**src/lmacc_pkg.sv**
```systemverilog
// Shared constants and types for the Legendre moment accumulator.
package lmacc_pkg;

    localparam int BIN_COUNT     = 256;
    localparam int MAX_ORDER     = 7;
    localparam int MAX_AXES      = 3;
    localparam int SLOTS_PER_BIN = MAX_AXES * (MAX_ORDER + 1);
    localparam int MEM_DEPTH     = BIN_COUNT * SLOTS_PER_BIN;
    localparam int ADDR_W        = $clog2(MEM_DEPTH);
    localparam int BIN_W         = 8;
    localparam int SLOT_W        = 5;
    localparam int ORD_W         = 3;
    localparam int SEL_W         = 2;

    // Recurrence numerator and divider sizing
    localparam int NUM_W     = 37;
    localparam int MAG_W     = NUM_W - 1;
    localparam int DIG_W     = 6;
    localparam int DIG_COUNT = MAG_W / DIG_W;
    localparam int DCNT_W    = $clog2(DIG_COUNT);

    // Input and output bus widths
    localparam int S_TDATA_W = 328;
    localparam int M_TDATA_W = 72;

    // Configuration register indexes
    typedef enum logic [2:0] {
        CFG_AXIS_COUNT   = 3'd0,
        CFG_FIRST_AXIS   = 3'd1,
        CFG_SECOND_AXIS  = 3'd2,
        CFG_THIRD_AXIS   = 3'd3,
        CFG_FIRST_ORDER  = 3'd4,
        CFG_SECOND_ORDER = 3'd5,
        CFG_THIRD_ORDER  = 3'd6
    } cfg_index_t;

    localparam logic [SEL_W-1:0] SEL_X = 2'd0;
    localparam logic [SEL_W-1:0] SEL_Y = 2'd1;
    localparam logic [SEL_W-1:0] SEL_Z = 2'd2;

    localparam logic signed [31:0] Q30_ONE = 32'sh4000_0000;

    // Divider request from the sequencer
    typedef struct packed {
        logic                    start;
        logic signed [NUM_W-1:0] num;
        logic [ORD_W-1:0]        den;
    } div_req_t;

    // Divider answer to the sequencer
    typedef struct packed {
        logic                    done;
        logic signed [NUM_W-1:0] quot;
    } div_rsp_t;

endpackage

```
**src/lmacc_div.sv**
```systemverilog
// Digit-serial signed divider by a small order number, truncating toward zero.
module lmacc_div (
    input  logic                aclk,
    input  logic                aresetn,
    input  lmacc_pkg::div_req_t req,
    output lmacc_pkg::div_rsp_t rsp
);
    import lmacc_pkg::*;

    logic                 busy_reg;
    logic                 done_reg;
    logic [DCNT_W-1:0]    cnt_reg;
    logic [MAG_W-1:0]     dvd_reg;
    logic [MAG_W-1:0]     quo_reg;
    logic [ORD_W-1:0]     rem_reg;
    logic [ORD_W-1:0]     den_reg;
    logic                 neg_reg;
    logic [ORD_W-1:0]     rem_next;
    logic [DIG_W-1:0]     dig_next;
    logic [NUM_W-1:0]     mag_w;

    assign mag_w = req.num[NUM_W-1] ? NUM_W'(-req.num) : NUM_W'(req.num);

    // Work off one digit of the dividend per cycle
    always_comb begin
        logic [ORD_W:0] r;
        r = {1'b0, rem_reg};
        for (int i = 0; i < DIG_W; i++) begin
            r = {r[ORD_W-1:0], dvd_reg[MAG_W-1-i]};
            if (r >= {1'b0, den_reg}) begin
                r = r - {1'b0, den_reg};
                dig_next[DIG_W-1-i] = 1'b1;
            end else begin
                dig_next[DIG_W-1-i] = 1'b0;
            end
        end
        rem_next = r[ORD_W-1:0];
    end

    always_ff @(posedge aclk) begin
        if (!aresetn) begin
            busy_reg <= 1'b0;
            done_reg <= 1'b0;
            cnt_reg  <= '0;
        end else begin
            done_reg <= 1'b0;
            if (req.start) begin
                busy_reg <= 1'b1;
                cnt_reg  <= '0;
            end else if (busy_reg) begin
                cnt_reg <= cnt_reg + 1'b1;
                if (cnt_reg == DCNT_W'(DIG_COUNT - 1)) begin
                    busy_reg <= 1'b0;
                    done_reg <= 1'b1;
                end
            end
        end
    end

    // Hold the operands and shift the quotient in
    always_ff @(posedge aclk) begin
        if (req.start) begin
            dvd_reg <= mag_w[MAG_W-1:0];
            quo_reg <= '0;
            rem_reg <= '0;
            den_reg <= req.den;
            neg_reg <= req.num[NUM_W-1];
        end else if (busy_reg) begin
            dvd_reg <= {dvd_reg[MAG_W-DIG_W-1:0], {DIG_W{1'b0}}};
            quo_reg <= {quo_reg[MAG_W-DIG_W-1:0], dig_next};
            rem_reg <= rem_next;
        end
    end

    assign rsp.done = done_reg;
    assign rsp.quot = neg_reg ? -$signed({1'b0, quo_reg}) : $signed({1'b0, quo_reg});

    a_done_idle: assert property (@(posedge aclk) disable iff (!aresetn)
        done_reg |-> !busy_reg)
        else $error("divider done while still busy");
    a_den_nonzero: assert property (@(posedge aclk) disable iff (!aresetn)
        busy_reg |-> den_reg != '0)
        else $error("divider started with zero divisor");
    a_done_after_busy: assert property (@(posedge aclk) disable iff (!aresetn)
        done_reg |-> $past(busy_reg))
        else $error("divider done without work");

endmodule

```
**config.mk**
```make
export PLATFORM = sky130hd
export DESIGN_NAME = lmacc_div
export DESIGN_NICKNAME = d
export VERILOG_FILES = /design/src/lmacc_pkg.sv /design/src/lmacc_div.sv
export SDC_FILE = /design/constraint.sdc
export NUM_CORES = 1
export LEC_CHECK = 0
export ABC_AREA = 0
export BUFFER_PORTS_ARGS = -buffer_cell sky130_fd_sc_hd__buf_2
export CAP_MARGIN = 20
export CORE_MARGIN = 1
export CORE_UTILIZATION = 52
export DETAILED_ROUTE_END_ITERATION = 8
export PLACE_DENSITY = 0.75
export SLEW_MARGIN = 15
export SYNTH_ARGS = -nofsm -noshare
export SYNTH_HDL_FRONTEND = slang
export SYNTH_SLANG_ARGS = --single-unit
```
**constraint.sdc**
```tcl
create_clock -name aclk -period 8.25 [get_ports aclk]
set_input_delay 1.65 -clock aclk [delete_from_list [all_inputs] [get_ports aclk]]
set_output_delay 1.65 -clock aclk [all_outputs]
set_load 0.05 [all_outputs]
```
# Yosys cells after proc, flatten, opt, wreduce, memory -nomap -nowiden
# Index checks and enable logic that the tools add are counted.
totals:
  regBits: 84
  inputBits: 43
  wordCells: 49
op_classes:
  n_addsub: 9
  order_cmp: 6
  n_eq_ne: 1
  muxes: 20
  n_bitwise: 2
  n_reduce_logical: 3
ops:
  columns: ["op", "n"]
  rows:
  - ["36-bit two-way mux", 3]
  - ["37-bit two-way mux", 1]
  - ["36-bit negator with 37-bit output", 1]
  - ["36-bit negator", 1]
  - ["4-bit by 3-bit greater-or-equal comparator with 1-bit output", 6]
  - ["3-bit two-way mux", 6]
  - ["3-bit subtractor", 6]
  - ["1-bit two-way mux", 10]
  - ["3-bit by 1-bit adder with 3-bit output, second input constant", 1]
  - ["3-bit equality test, second input constant", 1]
  - ["3-bit OR reduction", 1]
  - ["1-bit inverter", 2]
  - ["2-bit nonzero test", 1]
  - ["2-bit OR reduction", 1]

# Logic depth before layout (Yosys ltp)
# Gate-level depths: netlist (run 1).
logic_depth:
  depth_word: 12
  depth_mapped: 42
  ltp_nobuf: 41

# Least setup slack after synthesis (run 1)
# No wires, ideal clock.
synth_timing:
  path_type: "reg-to-reg"
  from: "register den_reg[1]"
  to: "register rem_reg[2]"
  setup_time_ns: 0.095
  t_arrival_ns: 8.479
  required_time_ns: 8.155
  setup_slack_ns: -0.325
  stages_incl_launch_ff: 38
  cell_sequence: "edfxtp_1 inv_1 fa_1 o211ai_1 nand2_1 a21oi_1 inv_1 fa_1 a21bo_2 a21oi_1 o31ai_1 clkbuf_1 nand2_1 o21a_1 ha_1 and3_1 or4_1 mux2_2 [2 not listed] ha_1 a221o_1 a211o_1 and2_1 a21oi_1 ha_1 nand2_1 nand2_1 a21oi_1 o21ai_0 a32oi_1 mux2i_1 fa_1 a21o_1 a21oi_1 o2111a_1 or4b_1 o311ai_1"
synth_via:
  elab_chain_len: 12
  word_cells_on_any_way: 18
  classes_between: "add/sub: 6; order compare: 6; mux: 6"
synth_rtl:
  columns: ["item", "line_no", "text"]
  rows:
  - ["start: declaration", "lmacc_div.sv:16", "logic [ORD_W-1:0] den_reg;"]
  - ["start signal: assignment", "lmacc_div.sv:66", "den_reg <= req.den;"]
  - ["4-bit by 3-bit greater-or-equal comparator with 1-bit output / 3-bit subtractor (equally long branches)", "lmacc_div.sv:30, lmacc_div.sv:31", null]
  - ["3-bit two-way mux", "lmacc_div.sv:30", "if (r >= {1'b0, den_reg}) begin"]
  - ["4-bit by 3-bit greater-or-equal comparator with 1-bit output / 3-bit subtractor (equally long branches)", "lmacc_div.sv:30, lmacc_div.sv:31", null]
  - ["3-bit two-way mux", "lmacc_div.sv:30", null]
  - ["4-bit by 3-bit greater-or-equal comparator with 1-bit output / 3-bit subtractor (equally long branches)", "lmacc_div.sv:30, lmacc_div.sv:31", null]
  - ["3-bit two-way mux", "lmacc_div.sv:30", null]
  - ["4-bit by 3-bit greater-or-equal comparator with 1-bit output / 3-bit subtractor (equally long branches)", "lmacc_div.sv:30, lmacc_div.sv:31", null]
  - ["3-bit two-way mux", "lmacc_div.sv:30", null]
  - ["4-bit by 3-bit greater-or-equal comparator with 1-bit output / 3-bit subtractor (equally long branches)", "lmacc_div.sv:30, lmacc_div.sv:31", null]
  - ["3-bit two-way mux", "lmacc_div.sv:30", null]
  - ["4-bit by 3-bit greater-or-equal comparator with 1-bit output / 3-bit subtractor (equally long branches)", "lmacc_div.sv:30, lmacc_div.sv:31", null]
  - ["3-bit two-way mux *", "lmacc_div.sv:30", null]
  - ["end signal: assignment", "lmacc_div.sv:71", "rem_reg <= rem_next;"]
  - ["end: declaration", "lmacc_div.sv:15", "logic [ORD_W-1:0] rem_reg;"]
# Mark *: on every way between the ends. The rest lies on a longest branch, timed or not.
# A chain may end at the register's enable or synchronous reset.

# Worst setup path in the final report (run 1)
layout_timing:
  from: "register dvd_reg[35]"
  to: "register rem_reg[0]"
layout_via:
  elab_chain_len: 12
  word_cells_on_any_way: 17
  classes_between: "add/sub: 5; order compare: 6; mux: 6"
layout_rtl:
  columns: ["item", "line_no", "text"]
  rows:
  - ["start: declaration", "lmacc_div.sv:13", "logic [MAG_W-1:0] dvd_reg;"]
  - ["start signal: assignment", "lmacc_div.sv:63", "dvd_reg <= mag_w[MAG_W-1:0];"]
  - ["start signal: assignment", "lmacc_div.sv:69", "dvd_reg <= {dvd_reg[MAG_W-DIG_W-1:0], {DIG_W{1'b0}}};"]
  - ["4-bit by 3-bit greater-or-equal comparator with 1-bit output / 3-bit subtractor (equally long branches)", "lmacc_div.sv:30, lmacc_div.sv:31", null]
  - ["3-bit two-way mux *", "lmacc_div.sv:30", null]
  - ["4-bit by 3-bit greater-or-equal comparator with 1-bit output / 3-bit subtractor (equally long branches)", "lmacc_div.sv:30, lmacc_div.sv:31", null]
  - ["3-bit two-way mux *", "lmacc_div.sv:30", null]
  - ["4-bit by 3-bit greater-or-equal comparator with 1-bit output / 3-bit subtractor (equally long branches)", "lmacc_div.sv:30, lmacc_div.sv:31", null]
  - ["3-bit two-way mux *", "lmacc_div.sv:30", null]
  - ["4-bit by 3-bit greater-or-equal comparator with 1-bit output / 3-bit subtractor (equally long branches)", "lmacc_div.sv:30, lmacc_div.sv:31", null]
  - ["3-bit two-way mux *", "lmacc_div.sv:30", null]
  - ["4-bit by 3-bit greater-or-equal comparator with 1-bit output / 3-bit subtractor (equally long branches)", "lmacc_div.sv:30, lmacc_div.sv:31", null]
  - ["3-bit two-way mux *", "lmacc_div.sv:30", null]
  - ["4-bit by 3-bit greater-or-equal comparator with 1-bit output *", "lmacc_div.sv:30", null]
  - ["3-bit two-way mux *", "lmacc_div.sv:30", null]
# Marks and branches as above.

==> impl_metrics.yaml, run 1 <==
yosys:
  synthAdderAreaFrac: 0.0724
  ys_types: 54
  synth_edf_count: 40
  synth_top_family_by_area: "simple AND/OR/NAND/NOR gates"
  synth-compound-area-share: 0.143
  synth-seq-area-share: 0.381
  syn_area_per_cell_sq_um: 9.27
  yosysWarningCount: 0
  postSynthCellCount: 589
  synth-xor-area-share: 0.120
  ys_seq_elements: 84
  synth_ff_type: "dfxtp_1"
  netlist_area_sq_um: 5460
  synthSimpleGateAreaFrac: 0.179
  syn-num-nets: 660
  ys_async_sr_fraction: 0
  muxShareOfSynthArea: 0.0662
pwr:
  p_per_area_nw_per_um2: 435
  power_frac_comb: 0.710
  total_power_mw: 2.85
  pwr-share-seq: 0.185
  vdd_ir_drop_max_mv: 0.235
  power_switching_mw: 1.34
  clkPwrFrac: 0.105
  leakage_nw: 2.72
  cellInternalPower_mw: 1.51
  p_sw_frac: 0.471
clock_network:
  root_buffer: "clkbuf_8"
  clk_path_buf_depth: 2
  numCtsBuffers: 9
  htreeDepth: 3
  cts_tree: "yes"
  clkTransAtPathRegs_ns: 0.09
  clock_sinks: 84
  clk_latency_ns: 0.35
  ctsHoldBuffers: 0
sta:
  finalClockSkew_ns: 0.0108
  hold_viol_final: 0
  fmax_mhz: 122
  setup_ws_ns: 0.0438
  period_minus_slack_ns: 8.21
  worstMarginPinSlew_ns: 1.01
  finalCritPeriodShare: 0.995
  grt_setup_unrepaired: "yes"
  drv_slew: 0
  finalSetupViolations: 0
  fin_tns_setup_ns: 0
  slew_headroom: 0.325
  hold_ws_ns: 0.511
route:
  post_drt_wl_per_cell_um: 15.1
  vias_per_cell: 5.58
  wl_um: 12400
  vias: 4574
  drc: 2
  ant_nets: 0
  drtIter0Drc: 192
  firstDrtPassIters: 7
critical_path:
  r2r_end: "rem_reg[0]"
  cpPeakStageDelay_ns: 0.48
  reg2regPathDepth: 38
  criticalPathCategory: "flop to flop"
  worstPathMaxFanout: 7
  r2r-start: "dvd_reg[35]"
  crit_arrival_ns: 8.46
  r2r_slack_ns: 0.04
  required_ns: 8.51
  startpoint_type: "flop"
  crit_slowest_cell: "or4_4"
  crit_path_end_kind: "flop"
  cp-startpoint: "dvd_reg[35]"
finish:
  area_growth_pct: 19.9
  layout.nets: 749
  antenna_cells: 0
  stdcell_count: 819
  regArea_sq_um: 2080
  final_util: 0.640
  nFillCells: 815
  multi_input_area_sq_um: 3400
  drive_gt1_frac: 0.258
  fin_area_sq_um: 6550
hold_path:
  hold_depth: 2
  hold-path-endpoint: "done_reg"
  worstHoldStart: "cnt_reg[2]"
  holdCritPathClass: "flop to flop"
job:
  drv_cap: 0
run_status:
  run_status: "finished, violations left"
  failed_checks: "DRC"
floorplanning:
  fp.dieW_um: 104
  die_h_um: 104
  fp.coreArea_sq_um: 10200
  start_util: 0.534
  io_pins: 81
  die_area_sq_um: 10900
  rows: 37
global_route:
  grtUsageTotal: 0.227
  grt_pass1_wl_um: 20200
  grt_pass1_vias: 4327
  antenna_found_initial: 0
  grt_max_degree: 98
  grt-ovfl-total: 0
place:
  dp_hpwl_um: 8550
  gp_congestion: 0.900
  dpl_cell_area_sq_um: 6050
  dp_slack_ns: -0.363
  placed_cells: 791
  portBuffers: 80
==> routing by layer <==
layer	global-route usage	up-vias	wire (um)
met1	0.282	2148	5370
met3	0.0420	16	595
met5	0	-	0
met2	0.398	139	6250
met4	0.0643	0	180
li1	-	2271	-
==> cells in the mapped netlist, drive strengths merged (2+ instances only) <==
master,count,area (sq um)
inv,24,90.1
nor2b,4,25.0
xnor2,34,298
nand3,7,35.0
o41ai,10,95.1
dfxtp,44,881
nor3,7,40.0
nand4b,5,43.8
a311oi,2,17.5
nand4,2,12.5
or4,11,93.8
o31ai,19,161
and2,7,43.8
nand2,39,146
or3,20,145
buf,2,15.0
and3,2,12.5
o21ai,27,135
nand3b,2,15.0
xor2,41,359
nand2b,4,25.0
ha,22,275
o21a,2,15.0
a211o,2,17.5
o311ai,2,17.5
mux2i,35,350
fa,6,120
a21oi,38,190
clkbuf,27,101
edfxtp,40,1200
nor2,80,300
or2,4,25.0
a211oi,6,50.1
==> cells in the final DEF, fill, tap and decap left out, types with 3 or more instances in the layout <==
cell | netlist | routed
inv_1 | 24 | 20
nand3_1 | 7 | 6
ha_4 | 0 | 3
o21ai_0 | 25 | 23
buf_4 | 2 | 27
fa_2 | 0 | 4
buf_2 | 0 | 79
a211oi_1 | 5 | 4
o31ai_1 | 17 | 16
o41ai_1 | 9 | 9
or4_4 | 3 | 4
nor2_1 | 80 | 80
nand4b_1 | 5 | 5
o21ai_1 | 2 | 3
clkbuf_8 | 0 | 9
or4_1 | 8 | 7
nor2b_1 | 4 | 3
or3_4 | 4 | 4
or3_1 | 16 | 16
edfxtp_1 | 40 | 40
xnor2_1 | 34 | 34
or2_2 | 4 | 4
nor3_1 | 6 | 5
inv_2 | 0 | 4
dfxtp_1 | 44 | 43
mux2i_1 | 35 | 33
nand2b_1 | 4 | 4
xor2_1 | 41 | 41
and2_1 | 7 | 6
nand2_2 | 0 | 3
a21oi_4 | 0 | 3
ha_1 | 22 | 19
a21oi_1 | 38 | 33
nand2_1 | 39 | 36
==> power groups by stage <==
stage,clock (mW),combinational [mW],sequential [mW]
6_report,0.300,2.02,0.526
5_1_grt,0.324,2.18,0.532
4_1_cts,0.306,1.67,0.525
3_5_place_dp,0,1.58,0.534
3_3_place_gp,0,1.53,0.532
2_1_floorplan,0,1.21,0.519
==> final cells by class <==
class	instances	share of cell area
Clock inverter	6	0.0107
Sequential cell	84	0.318
Multi-Input combinational cell	452	0.519
Inverter	24	0.0138
Timing Repair Buffer	107	0.0930
Clock buffer	10	0.0195
Tap cell	136	0.0260
==> cell families after synthesis <==
kind of cell | count (synthesis)
DFF | 84
adders and majority gates | 28
and+or+nand+nor | 196
AOI/OAI and AO/OA | 117
muxes | 36
buffers and inverters | 53
xor gates and xnor gates | 75
==> critical path, delay by kind of cell (launching register included) <==
family	cells	cell delay, ns
AOI/OAI and AO/OA	16	3.38
adders and majority gates	7	1.93
and+or+nand+nor	8	1.20
muxes	2	0.67
buffers and inverters	5	0.54
DFF	1	0.38
==> how the worst max path moves through the flow <==
| stage | endpoint | slack [ns] | cells past startpoint |
|---|---|---|---|
| 5_1_grt | rem_reg[0] | -0.26 | 38 |
| 3_3_place_gp | rem_reg[2] | 0.1 | 39 |
| 6_report | rem_reg[0] | 0.04 | 38 |
| 3_5_place_dp | rem_reg[0] | -0.36 | 39 |
| 2_1_floorplan | rem_reg[2] | 0.01 | 38 |
| 4_1_cts | rem_reg[0] | 0.01 | 39 |
==> what timing repair did <==
item	in CTS	in global routing
endpoints found under the hold margin	0	0
setup endpoints to repair	4	4
buffers inserted	3	9
pin swaps	3	36
gates cloned	0	0
gates resized for setup	10	36
No activity file was read; power rests on OpenSTA's default activity.
==> run 2: changes to the inputs <==
- PLACE_DENSITY: 0.75 -> 0.74
==> impl_metrics.yaml, run 2 (same netlist as run 1, synthesis figures left out) <==
run_status:
  run_status: "completed"
finish:
  final_common_cell: "nor2_1"
  final_cell_mix: "nor2_1 (80), buf_2 (79), dfxtp_1 (43)"
  area_growth_pct: 17.5
  antenna_cells: 0
  final_util: 0.627
  fin_area_sq_um: 6420
  drive_gt1_frac: 0.246
  nFillCells: 888
  layout.nets: 741
critical_path:
  cpPeakStageDelay_ns: 0.55
  r2r-start: "dvd_reg[35]"
  criticalPathCategory: "flop to flop"
  worstPathMaxFanout: 7
  crit_arrival_ns: 8.47
  cp-startpoint: "dvd_reg[35]"
  crit_path_end_kind: "flop"
  required_ns: 8.52
  cpMostUsedCell: "ha_1"
  crit_slowest_cell: "or4_4"
  startpoint_type: "flop"
route:
  wl_met2_um: 6260
  met3_length_um: 575
  ant_nets: 0
  wl_um: 12300
  post_drt_wl_per_cell_um: 15.2
  vias: 4554
  vias_per_cell: 5.62
  drc: 0
  drt-met1-wl_um: 5260
  firstDrtPassIters: 4
  top_layer: "met4"
  drtIter0Drc: 217
sta:
  setup_ws_ns: 0.0499
  finalClockSkew_ns: 0.00644
  hold_viol_final: 0
  finalCritPeriodShare: 0.994
  worstMarginPinSlew_ns: 1.04
  finalSetupViolations: 0
  slew_headroom: 0.309
  fmax_mhz: 122
  period_minus_slack_ns: 8.20
  grt_setup_unrepaired: "yes"
  fin_tns_setup_ns: 0
  drv_slew: 0
floorplanning:
  start_util: 0.534
  io_pins: 81
  rows: 37
  fp.dieW_um: 104
  fp.coreArea_sq_um: 10200
  die_area_sq_um: 10900
  die_h_um: 104
clock_network:
  numCtsBuffers: 9
  clkTransAtPathRegs_ns: 0.09
  cts_tree: "yes"
  htreeDepth: 3
  root_buffer: "clkbuf_8"
  clk_latency_ns: 0.36
  clk_path_buf_depth: 2
  clock_sinks: 84
  ctsHoldBuffers: 0
pwr:
  cellInternalPower_mw: 1.37
  clkPwrFrac: 0.102
  pwr-share-seq: 0.198
  p_per_area_nw_per_um2: 413
  p_sw_frac: 0.482
  power_switching_mw: 1.28
  vdd_ir_drop_max_mv: 0.286
  power_frac_comb: 0.700
  leakage_nw: 2.65
global_route:
  grt-ovfl-total: 0
  grt_pass1_vias: 4418
  grt_pass1_wl_um: 20400
  antenna_found_initial: 0
  grt_max_degree: 71
  grtUsageTotal: 0.232
place:
  dp_slack_ns: -0.323
  portBuffers: 80
  gp_congestion: 0.892
  dpl_cell_area_sq_um: 6050
  dp_hpwl_um: 8830
hold_path:
  worstHoldStart: "cnt_reg[1]"
  holdCritPathClass: "flop to flop"
job:
  drv_cap: 0
## run 2: cell types whose count changed in the layout (fill, tap and decap cells not counted), moves of 2 or more
| cell | change |
|---|---|
| clkinv_4 | +3 |
| a21oi_2 | +2 |
| a21oi_4 | -2 |
| inv_6 | -2 |
| inv_2 | +2 |
| a211oi_2 | +2 |
| inv_1 | -2 |
| buf_4 | -7 |
## run 2: final timing paths
| check | depth (start not counted) | slack [ns] | to |
|---|---|---|---|
| max | 37 | 0.05 | rem_reg[2] |
| min | 2 | 0.50 | cnt_reg[1] |
| max reg2reg | 37 | 0.05 | rem_reg[2] |
| min reg2reg | 2 | 0.50 | cnt_reg[1] |
## run 2: per-stage QoR
step / total power, mW / hold slack, ns / instances
floorplan: 1.72 / 0.463 / 589
global placement: 2.05 / 0.475 / 790
detailed placement: 2.11 / 0.493 / 790
CTS: 2.45 / 0.502 / 808
global route: 2.83 / 0.531 / 811
finish: 2.65 / 0.498 / 811
## run 2: per-layer routing
metal	global-route usage	vias up
li1	-	2258
met1	0.277	2157
met2	0.412	118
met3	0.0414	21
met4	0.0878	0
met5	0	-
## run 2: critical path, delay by kind of cell (launching register included)
| family | cells | cell delay (ns) |
|---|---|---|
| AO/OA/AOI/OAI | 14 | 2.76 |
| flip-flops | 1 | 0.38 |
| adder cells (fa/ha/maj) | 7 | 2.12 |
| multiplexers | 2 | 0.52 |
| AND/OR/NAND/NOR | 11 | 2.03 |
| buffers and inverters | 3 | 0.30 |
## run 2: cell type report
type / instances / area (sq um) / share of cell area
clock buffers: 10 / 128 / 0.0199
clock inverters: 6 / 48.8 / 0.00760
inverters: 24 / 90.1 / 0.0140
multi-input cells: 452 / 3350 / 0.522
flip-flops and latches: 84 / 2080 / 0.325
well taps: 136 / 170 / 0.0265
repair buffers: 99 / 546 / 0.0850
## run 2: timing repair
action | in CTS | in global routing
pin swaps | 3 | 33
gates resized for setup | 10 | 27
endpoints found under the setup margin | 4 | 4
setup buffers | 2 | 3
## run 2: power by group through the flow
| stage | Sequential, mW | Combinational [mW] | Clock (mW) |
|---|---|---|---|
| finish | 0.524 | 1.86 | 0.271 |
| global route | 0.531 | 2.00 | 0.295 |
| CTS | 0.523 | 1.66 | 0.275 |
| detailed placement | 0.532 | 1.58 | 0 |
| global placement | 0.531 | 1.52 | 0 |
| floorplan | 0.519 | 1.21 | 0 |
